$ cat src/rtl/core/rvid_pkg.sv
package rvid_pkg;

   // instruction identity, numbered as the decoder reports it
   typedef enum logic [5:0] {
      ID_UNKNOWN, ID_LUI, ID_AUIPC, ID_JAL, ID_JALR,
      ID_BEQ, ID_BNE, ID_BLT, ID_BGE, ID_BLTU, ID_BGEU,
      ID_LB, ID_LH, ID_LW, ID_LBU, ID_LHU,
      ID_SB, ID_SH, ID_SW,
      ID_ADDI, ID_SLTI, ID_SLTIU, ID_XORI, ID_ORI, ID_ANDI,
      ID_SLLI, ID_SRLI, ID_SRAI,
      ID_ADD, ID_SUB, ID_SLL, ID_SLT, ID_SLTU, ID_XOR,
      ID_SRL, ID_SRA, ID_OR, ID_AND,
      ID_FENCE, ID_ECALL, ID_EBREAK,
      ID_LWU, ID_LD, ID_SD,
      ID_ADDIW, ID_SLLIW, ID_SRLIW, ID_SRAIW,
      ID_ADDW, ID_SUBW, ID_SLLW, ID_SRLW, ID_SRAW,
      ID_MRET,
      ID_CSRRW, ID_CSRRS, ID_CSRRC, ID_CSRRWI, ID_CSRRSI, ID_CSRRCI
   } ins_code_type;

   typedef enum logic [2:0] {
      FMT_NONE, FMT_R, FMT_I, FMT_S, FMT_B, FMT_U, FMT_J
   } fmt_type;

   localparam logic [6:0] OP_LOAD     = 7'd3;
   localparam logic [6:0] OP_MISC_MEM = 7'd15;
   localparam logic [6:0] OP_OP_IMM   = 7'd19;
   localparam logic [6:0] OP_AUIPC    = 7'd23;
   localparam logic [6:0] OP_OP_IMM32 = 7'd27;
   localparam logic [6:0] OP_STORE    = 7'd35;
   localparam logic [6:0] OP_OP       = 7'd51;
   localparam logic [6:0] OP_LUI      = 7'd55;
   localparam logic [6:0] OP_OP32     = 7'd59;
   localparam logic [6:0] OP_BRANCH   = 7'd99;
   localparam logic [6:0] OP_JALR     = 7'd103;
   localparam logic [6:0] OP_JAL      = 7'd111;
   localparam logic [6:0] OP_SYSTEM   = 7'd115;

   localparam logic [2:0] F3_ADD_SUB = 3'd0;
   localparam logic [2:0] F3_SLL     = 3'd1;
   localparam logic [2:0] F3_SRL_SRA = 3'd5;

   localparam logic [11:0] F12_ECALL = 12'd0;
   localparam logic [11:0] F12_MRET  = 12'd770;

   localparam int WORD_W = 32;
   localparam int IMM_W  = 20;
   localparam int RSP_W  = 64;

   typedef struct packed {
      ins_code_type code;
      fmt_type      fmt;
   } dec_type;

   typedef struct packed {
      logic [IMM_W-1:0] immediate;
      logic [4:0]       src_reg2;
      logic [4:0]       src_reg1;
      logic [4:0]       dest_reg;
      logic [6:0]       func7;
      logic [2:0]       func3;
      logic [6:0]       major_opcode;
      fmt_type          fmt;
      ins_code_type     code;
   } rsp_fields_type;

   function automatic ins_code_type load_code(input logic [2:0] f3);
      ins_code_type c;
      unique case (f3)
         3'd0: c = ID_LB;
         3'd1: c = ID_LH;
         3'd2: c = ID_LW;
         3'd3: c = ID_LD;
         3'd4: c = ID_LBU;
         3'd5: c = ID_LHU;
         3'd6: c = ID_LWU;
         default: c = ID_UNKNOWN;
      endcase
      return c;
   endfunction

   function automatic ins_code_type opimm_code(input logic [2:0] f3);
      ins_code_type c;
      unique case (f3)
         3'd0: c = ID_ADDI;
         3'd1: c = ID_SLLI;
         3'd2: c = ID_SLTI;
         3'd3: c = ID_SLTIU;
         3'd4: c = ID_XORI;
         3'd6: c = ID_ORI;
         3'd7: c = ID_ANDI;
         default: c = ID_UNKNOWN;
      endcase
      return c;
   endfunction

   function automatic ins_code_type store_code(input logic [2:0] f3);
      ins_code_type c;
      unique case (f3)
         3'd0: c = ID_SB;
         3'd1: c = ID_SH;
         3'd2: c = ID_SW;
         3'd3: c = ID_SD;
         default: c = ID_UNKNOWN;
      endcase
      return c;
   endfunction

   function automatic ins_code_type op_code(input logic [2:0] f3);
      ins_code_type c;
      unique case (f3)
         3'd1: c = ID_SLL;
         3'd2: c = ID_SLT;
         3'd3: c = ID_SLTU;
         3'd4: c = ID_XOR;
         3'd6: c = ID_OR;
         3'd7: c = ID_AND;
         default: c = ID_UNKNOWN;
      endcase
      return c;
   endfunction

   function automatic ins_code_type branch_code(input logic [2:0] f3);
      ins_code_type c;
      unique case (f3)
         3'd0: c = ID_BEQ;
         3'd1: c = ID_BNE;
         3'd4: c = ID_BLT;
         3'd5: c = ID_BGE;
         3'd6: c = ID_BLTU;
         3'd7: c = ID_BGEU;
         default: c = ID_UNKNOWN;
      endcase
      return c;
   endfunction

   function automatic ins_code_type csr_code(input logic [2:0] f3);
      ins_code_type c;
      unique case (f3)
         3'd1: c = ID_CSRRW;
         3'd2: c = ID_CSRRS;
         3'd3: c = ID_CSRRC;
         3'd5: c = ID_CSRRWI;
         3'd6: c = ID_CSRRSI;
         3'd7: c = ID_CSRRCI;
         default: c = ID_UNKNOWN;
      endcase
      return c;
   endfunction

endpackage

$ cat src/rtl/core/rvid_classify.sv
module rvid_classify (
   input  logic                       clock,
   input  logic                       reset,
   input  logic                       in_valid,
   output logic                       in_ready,
   input  logic [rvid_pkg::WORD_W-1:0] in_word,
   output logic                       out_valid,
   input  logic                       out_ready,
   output logic [rvid_pkg::WORD_W-1:0] out_word,
   output rvid_pkg::dec_type          out_dec
);
   import rvid_pkg::*;

   logic                valid_ff;
   logic [WORD_W-1:0]   word_ff;
   dec_type             dec_ff;
   dec_type             dec_in;
   logic [6:0]          op;
   logic [2:0]          f3;
   logic [6:0]          f7;
   logic [11:0]         f12;

   assign op  = in_word[6:0];
   assign f3  = in_word[14:12];
   assign f7  = in_word[31:25];
   assign f12 = in_word[31:20];

   always_comb begin
      dec_in.code = ID_UNKNOWN;
      dec_in.fmt  = FMT_NONE;
      unique case (op)
         OP_LOAD: begin
            dec_in.code = load_code(f3);
            dec_in.fmt  = FMT_I;
         end
         OP_MISC_MEM: dec_in.code = ID_FENCE;
         OP_OP_IMM: begin
            if (f3 == F3_SRL_SRA) begin
               dec_in.code = (f7[6:1] == 6'd0) ? ID_SRLI : ID_SRAI;
            end else begin
               dec_in.code = opimm_code(f3);
            end
            dec_in.fmt = (f3 == F3_SLL || f3 == F3_SRL_SRA) ? FMT_R : FMT_I;
         end
         OP_AUIPC: begin
            dec_in.code = ID_AUIPC;
            dec_in.fmt  = FMT_U;
         end
         OP_OP_IMM32: begin
            if (f3 == F3_ADD_SUB) begin
               dec_in.code = ID_ADDIW;
               dec_in.fmt  = FMT_I;
            end else if (f3 == F3_SLL) begin
               dec_in.code = ID_SLLIW;
               dec_in.fmt  = FMT_R;
            end else if (f3 == F3_SRL_SRA) begin
               dec_in.code = (f7 == 7'd0) ? ID_SRLIW : ID_SRAIW;
               dec_in.fmt  = FMT_R;
            end
         end
         OP_STORE: begin
            dec_in.code = store_code(f3);
            dec_in.fmt  = FMT_S;
         end
         OP_OP: begin
            if (f3 == F3_ADD_SUB) begin
               dec_in.code = (f7 == 7'd0) ? ID_ADD : ID_SUB;
            end else if (f3 == F3_SRL_SRA) begin
               dec_in.code = (f7 == 7'd0) ? ID_SRL : ID_SRA;
            end else begin
               dec_in.code = op_code(f3);
            end
            dec_in.fmt = FMT_R;
         end
         OP_LUI: begin
            dec_in.code = ID_LUI;
            dec_in.fmt  = FMT_U;
         end
         OP_OP32: begin
            if (f3 == F3_ADD_SUB) begin
               dec_in.code = (f7 == 7'd0) ? ID_ADDW : ID_SUBW;
            end else if (f3 == F3_SLL) begin
               dec_in.code = ID_SLLW;
            end else if (f3 == F3_SRL_SRA) begin
               dec_in.code = (f7 == 7'd0) ? ID_SRLW : ID_SRAW;
            end
            dec_in.fmt = FMT_R;
         end
         OP_BRANCH: begin
            dec_in.code = branch_code(f3);
            dec_in.fmt  = FMT_B;
         end
         OP_JALR: begin
            dec_in.code = ID_JALR;
            dec_in.fmt  = FMT_I;
         end
         OP_JAL: begin
            dec_in.code = ID_JAL;
            dec_in.fmt  = FMT_J;
         end
         OP_SYSTEM: begin
            if (f3 == 3'd0) begin
               if (f12 == F12_ECALL) begin
                  dec_in.code = ID_ECALL;
               end else if (f12 == F12_MRET) begin
                  dec_in.code = ID_MRET;
               end else begin
                  dec_in.code = ID_EBREAK;
               end
            end else begin
               dec_in.code = csr_code(f3);
               dec_in.fmt  = FMT_I;
            end
         end
         default: ;
      endcase
      // unmatched encodings carry no format
      if (dec_in.code == ID_UNKNOWN) begin
         dec_in.fmt = FMT_NONE;
      end
   end

   assign in_ready = !valid_ff || out_ready;

   always_ff @(posedge clock) begin
      if (reset) begin
         valid_ff <= 1'b0;
      end else if (in_ready) begin
         valid_ff <= in_valid;
      end
   end

   always_ff @(posedge clock) begin
      if (in_ready && in_valid) begin
         word_ff <= in_word;
         dec_ff  <= dec_in;
      end
   end

   assign out_valid = valid_ff;
   assign out_word  = word_ff;
   assign out_dec   = dec_ff;

endmodule

$ cat src/rtl/core/rvid_extract.sv
module rvid_extract (
   input  logic                        clock,
   input  logic                        reset,
   input  logic                        in_valid,
   output logic                        in_ready,
   input  logic [rvid_pkg::WORD_W-1:0] in_word,
   input  rvid_pkg::dec_type           in_dec,
   output logic                        out_valid,
   input  logic                        out_ready,
   output rvid_pkg::rsp_fields_type    out_fields
);
   import rvid_pkg::*;

   logic           valid_ff;
   rsp_fields_type fields_ff;
   rsp_fields_type fields_in;
   logic           known;
   logic           uses_rd;
   logic           uses_rs1;
   logic           uses_rs2;

   assign known    = (in_dec.code != ID_UNKNOWN);
   assign uses_rd  = (in_dec.fmt == FMT_R) || (in_dec.fmt == FMT_I) ||
                     (in_dec.fmt == FMT_U) || (in_dec.fmt == FMT_J);
   assign uses_rs1 = (in_dec.fmt == FMT_R) || (in_dec.fmt == FMT_I) ||
                     (in_dec.fmt == FMT_S) || (in_dec.fmt == FMT_B);
   assign uses_rs2 = (in_dec.fmt == FMT_R) || (in_dec.fmt == FMT_S) ||
                     (in_dec.fmt == FMT_B);

   always_comb begin
      fields_in.code         = in_dec.code;
      fields_in.fmt          = in_dec.fmt;
      fields_in.major_opcode = known ? in_word[6:0] : 7'd0;
      fields_in.func3        = known ? in_word[14:12] : 3'd0;
      fields_in.func7        = known ? in_word[31:25] : 7'd0;
      fields_in.dest_reg     = uses_rd ? in_word[11:7] : 5'd0;
      fields_in.src_reg1     = uses_rs1 ? in_word[19:15] : 5'd0;
      fields_in.src_reg2     = uses_rs2 ? in_word[24:20] : 5'd0;
      unique case (in_dec.fmt)
         FMT_I: fields_in.immediate = {8'd0, in_word[31:20]};
         FMT_S: fields_in.immediate = {8'd0, in_word[31:25], in_word[11:7]};
         FMT_B: fields_in.immediate = {8'd0, in_word[31], in_word[7],
                                       in_word[30:25], in_word[11:8]};
         FMT_U: fields_in.immediate = in_word[31:12];
         FMT_J: fields_in.immediate = {in_word[31], in_word[19:12],
                                       in_word[20], in_word[30:21]};
         default: fields_in.immediate = '0;
      endcase
   end

   assign in_ready = !valid_ff || out_ready;

   always_ff @(posedge clock) begin
      if (reset) begin
         valid_ff <= 1'b0;
      end else if (in_ready) begin
         valid_ff <= in_valid;
      end
   end

   always_ff @(posedge clock) begin
      if (in_ready && in_valid) begin
         fields_ff <= fields_in;
      end
   end

   assign out_valid  = valid_ff;
   assign out_fields = fields_ff;

endmodule

$ cat src/rtl/core/rv64i_instruction_decoder_core.sv
// RV64I + Zicsr instruction decoder.
// req channel: one 32-bit instruction word per beat on req_tdata.
// rsp channel: one decoded beat per instruction, in order, on rsp_tdata:
//   instruction code, format, opcode, funct3, funct7, rd, rs1, rs2 and the
//   raw packed immediate bits. Unknown or unmatched encodings give an
//   all-zero beat; unused rd/rs1/rs2/immediate fields of a format are zero.
// Pipeline: three register stages (capture register, classify stage, field
//   extract/output stage); a req beat passes through them in that order,
//   holding in any stage whose successor has no room.
// Throughput: one instruction per cycle while rsp_tready stays high; every
//   stage registers a beat in each cycle in which its successor frees room.
// Reset clears the stage valid bits; no beat is presented until a new
//   instruction has passed through.
// When the receiver holds rsp_tready low the output beat holds, the
//   stages behind it fill up, and req_tready drops once all three stages
//   are occupied. Nothing is dropped or repeated.
module rv64i_instruction_decoder_core (
   input  logic        clock,
   input  logic        reset,
   input  logic        req_tvalid,
   output logic        req_tready,
   input  logic [31:0] req_tdata,   // [31:0] instruction
   output logic        rsp_tvalid,
   input  logic        rsp_tready,
   output logic [63:0] rsp_tdata    // [5:0] ins_code, [8:6] format,
                                    // [15:9] major_opcode, [18:16] func3,
                                    // [25:19] func7, [30:26] dest_reg,
                                    // [35:31] src_reg1, [40:36] src_reg2,
                                    // [60:41] immediate, [63:61] zero
);
   import rvid_pkg::*;

   logic              cap_valid_ff;
   logic [WORD_W-1:0] cap_word_ff;
   logic              cap_ready;
   logic              cls_valid;
   logic              cls_ready;
   logic [WORD_W-1:0] cls_word;
   dec_type           cls_dec;
   rsp_fields_type    ext_fields;
   logic [$bits(rsp_fields_type)-1:0] ext_bits;

   assign req_tready = !cap_valid_ff || cap_ready;

   always_ff @(posedge clock) begin
      if (reset) begin
         cap_valid_ff <= 1'b0;
      end else if (req_tready) begin
         cap_valid_ff <= req_tvalid;
      end
   end

   always_ff @(posedge clock) begin
      if (req_tready && req_tvalid) begin
         cap_word_ff <= req_tdata;
      end
   end

   rvid_classify u_classify (
      .clock     (clock),
      .reset     (reset),
      .in_valid  (cap_valid_ff),
      .in_ready  (cap_ready),
      .in_word   (cap_word_ff),
      .out_valid (cls_valid),
      .out_ready (cls_ready),
      .out_word  (cls_word),
      .out_dec   (cls_dec)
   );

   rvid_extract u_extract (
      .clock      (clock),
      .reset      (reset),
      .in_valid   (cls_valid),
      .in_ready   (cls_ready),
      .in_word    (cls_word),
      .in_dec     (cls_dec),
      .out_valid  (rsp_tvalid),
      .out_ready  (rsp_tready),
      .out_fields (ext_fields)
   );

   assign ext_bits  = ext_fields;
   assign rsp_tdata = {{(RSP_W - $bits(rsp_fields_type)){1'b0}}, ext_bits};

endmodule

$ cat config.mk
export PLATFORM = sky130hd
export DESIGN_NAME = rv64i_instruction_decoder_core
export DESIGN_NICKNAME = d
export VERILOG_FILES = /design/src/rtl/core/rvid_pkg.sv /design/src/rtl/core/rvid_classify.sv /design/src/rtl/core/rvid_extract.sv /design/src/rtl/core/rv64i_instruction_decoder_core.sv
export SDC_FILE = /design/constraint.sdc
export NUM_CORES = 1
export LEC_CHECK = 0
export BUFFER_PORTS_ARGS = -buffer_cell sky130_fd_sc_hd__buf_2
export CAP_MARGIN = 20
export CELL_PAD_IN_SITES_DETAIL_PLACEMENT = 0
export CELL_PAD_IN_SITES_GLOBAL_PLACEMENT = 2
export CORE_MARGIN = 4
export CORE_UTILIZATION = 38
export DETAILED_ROUTE_END_ITERATION = 10
export PLACE_DENSITY = 0.89
export RECOVER_POWER = 25
export SYNTH_ARGS = -nofsm -noshare
export SYNTH_HDL_FRONTEND = slang
export SYNTH_SLANG_ARGS = --single-unit
$ cat constraint.sdc
create_clock -name clock -period 6.1 [get_ports clock]
set_clock_uncertainty 0.2 [all_clocks]
set_input_delay 1.83 -clock clock [delete_from_list [all_inputs] [get_ports clock]]
set_output_delay 1.83 -clock clock [all_outputs]
set_load 0.005 [all_outputs]
==> metrics.md <==
| Metric | Value |
|---|---|
| Outcome | finished clean |
| Top cell by count, worst path | buf_2 |
| Synth area leader | edfxtp_1 |
| Post-synth top area share | about 66% |
| Die width | between 100 and 150 um |
| Dpl cells | 740 |
| Number of synthesized flops with an enable pin | between 100 and 150 |
| PortBufs | just under 100 |
| Clock root buffer | clkbuf_16 |
| Final std cells w/o fill | 773 |
| Rel. slew slack | between 10% and 20% |
| Critical setup path kind | in2out |
| Mapped cell area | 6110 um2 |
| Maxcap violations | 0 |
| HPWL Detailed | between 9000 and 10000 um |
| Total gr overflow | 0 |
| Fraction of layout cells with a size suffix above 1 | between 20% and 30% |
| Synth warn | 0 |
| Critical R2R Launch | cap_word_ff[2] |
| Peak VDD IR | slightly above 0.2 mV |
| Pwr Total | ~2.2 mW |
| Initial antenna violation count | 0 |
| Reg-to-Reg End | u_classify.out_dec[2] |
| Initial core utilization | about two fifths |
| Die area | approximately 18000 um2 |
| Synth cell types | 72 |
| Num CTS Buffers | 17 |
| RSZ-0062 raised after global routing | false |
| Nets | 581 |
| Vias | 4001 |
| Ys async rst share | 0% |
| Layout area overhead | 20.0% |
| Number of stages on the worst setup path | 4 |
| Hold Buf Count CTS | 0 |
| Final GP Congestion | 0.904 |
| Largest net degree at the start of global routing | 62 |
| Min Tclk post-route | about 4.9 ns |
| Vias in the first global route | between 3000 and 4000 |
| Power Density | between 300 and 400 nW/um2 |
| Ys flop type | edfxtp_1 |
| CORE AREA | between 15000 and 20000 um2 |
| Final period util | roughly 80% |
| Slew Viols, Final | 0 |
| Final-report hold violation count | 0 |
| Setup tns final | 0 ns |
| Commonest non-fill, non-tap cell in the layout | edfxtp_1 |
| CTS tree | done |
| Initial DRT Pass Iterations | 5 |
| First-pass GRT wire length | ~21000 um |
| Top cells by area, synth | edfxtp_1, and2_1, nor2b_1, a22oi_1, a21oi_1 |
| Arr. time, crit path | roughly 2.8 ns |
| Via/cell ratio | 5.18 |
| H-tree Lvls | 4 |
| Num Clock Sinks | roughly 140 |
| Min Hold Slack | about 0.22 ns |
| Drt total wl | around 13000 um |
| Worst Setup SP | rsp_tready |
| Skew-Pair Late Insertion Delay | slightly above 0.4 ns |
| Detailed router's first-iteration violation count | approximately 530 |
| Syn Inst Count | approximately 460 |
| GR Util All Layers | between 10 and 15% |
| Row cnt | 46 |
| Post-synthesis average cell area | around 13 um2 |
| Worst-margin pin slew | between 1 and 1.5 ns |
| Die Ht | around 130 um |
| Clk slew on worst S/H paths | 0.05 ns |
| WL/cell | between 15 and 20 um |
| R2R cell count | 6 |
| Io pins | just over 100 |
| Seq/Total Area, Yosys | approximately two thirds |
| Setup violators final | 0 |
| Leakage power | 2.50 nW |
| Post_cts resized | 0 |
| Family with the most delay on the worst path | simple AND/OR/NAND/NOR gates |
| Worst path bufs/invs | 2 |
| Setup bufs post-CTS | 0 |
| Endpoint required time on the critical path | between 4 and 5 ns |
| Setup crit start kind | input pin |
| Max Freq | between 0.2 and 0.25 GHz |
| FF+latch count, synth | 137 |
| CP max stage delay | ~0.55 ns |
| CP Cell Sequence | buf_2, nor2b_1, nand3_1, buf_2 |
| Ant. Diodes | 0 |
| Crit. End Element | output pin |
| Critical Path Sink | req_tready |
| DR DRC count | 0 |
| Max clock buf depth | 2 |
| R2R setup slack | between 2 and 3 ns |
| Routed Antenna Nets | 0 |
| Largest fanout on the critical path | 6 |
| Worst Hold Class | reg2reg |
| Slowest-stage cell, CP | nor2b_1 |
| Most frequent cells in the layout | edfxtp_1, buf_2, and2_1 |
-- through the flow --
step / setup slack (ns) / cell area (um2) / util, %
4_1_cts: 1.23 / 7310 / 46.2
5_1_grt: 1.15 / 7340 / 46.3
3_3_place_gp: 1.28 / 6770 / 42.8
3_5_place_dp: 1.22 / 6770 / 42.8
2_1_floorplan: 0.459 / 6120 / -
6_report: 1.23 / 7340 / 46.3
-- sequential cells by signal, indices dropped and copies added, names as in the netlist --
name and flops:
u_classify.out_dec 9, u_classify.out_valid 1, u_extract.out_valid 1, cap_valid_ff 1
u_extract.out_fields 61, u_classify.out_word 32, cap_word_ff 32
-- how the worst min path moves through the flow --
stage / slack (ns) / to / depth (start not counted) / startpoint
6_report: 0.22 / u_classify.out_word[10] / 0 / cap_word_ff[10]
5_1_grt: 0.22 / u_classify.out_word[10] / 0 / cap_word_ff[10]
4_1_cts: 0.22 / u_classify.out_word[10] / 0 / cap_word_ff[10]
3_5_place_dp: 0.21 / u_classify.out_word[10] / 0 / cap_word_ff[10]
3_3_place_gp: 0.20 / u_classify.out_word[16] / 0 / cap_word_ff[16]
2_1_floorplan: 0.20 / u_classify.out_word[10] / 0 / cap_word_ff[10]
-- synthesized netlist by cell type, types with 3 or more instances --
cell type  instances
a21oi_1           19
o21ai_0           16
and2_1            27
a22oi_1           13
edfxtp_1         134
inv_1             10
dfxtp_1            3
o21ai_1            3
nand2b_1           8
o22ai_1            5
nand3_1            8
mux2_2             4
nand3b_1           5
a221oi_1           5
a32oi_1            4
nand2_1           18
buf_2              6
nor3_1            12
xnor2_1            5
and3_1             3
or2_2              4
buf_4              5
mux2i_1            5
nor2_1            19
a211oi_1           4
a31oi_1            6
nor4_1             6
nand4_1            3
nor2b_1           19
a22o_1             7
clkbuf_1          19
-- worst register-to-register path, delay by kind of cell (launching register included) --
kind,cells,cell delay [ns]
AO/OA/AOI/OAI,2,0.59
flip-flops,1,0.61
AND/OR/NAND/NOR,4,1.78
-- routing by layer --
metal	part of all wire [%]	track usage, %	vias up
li1	-	-	1938
met1	43	19.1	1903
met2	49	23.5	139
met3	5.6	4.47	21
met4	2.2	5.77	0
met5	0	0	-
-- power breakdown --
group | switching [mW] | leakage (nW) | internal (mW) | total [mW]
Combinational | 0.0840 | 0.995 | 0.0697 | 0.154
Sequential | 0.0560 | 1.24 | 1.09 | 1.15
Clock | 0.343 | 0.255 | 0.592 | 0.935
Total | 0.483 | 2.50 | 1.76 | 2.24
-- kinds of logic after synthesis --
logic type                count (synthesis)  synth area share [%]
AOI/OAI and AO/OA                       106                  12.4
muxes                                     9                  1.56
DFF                                     137                  66.8
buffers and inverters                    45                  3.34
and+or+nand+nor                         152                  14.9
xor gates and xnor gates                  6                 0.860
other                                     1                0.0613
-- layout make-up --
| class | instances | area (um2) |
|---|---|---|
| Clock inverter | 10 | 104 |
| Fill cell | 1388 | 8490 |
| Sequential cell | 137 | 4080 |
| Clock buffer | 21 | 440 |
| Timing Repair Buffer | 102 | 529 |
| Multi-Input combinational cell | 276 | 1870 |
| Inverter | 11 | 41.3 |
| Tap cell | 216 | 270 |
No activity file was read; power rests on OpenSTA's default activity.
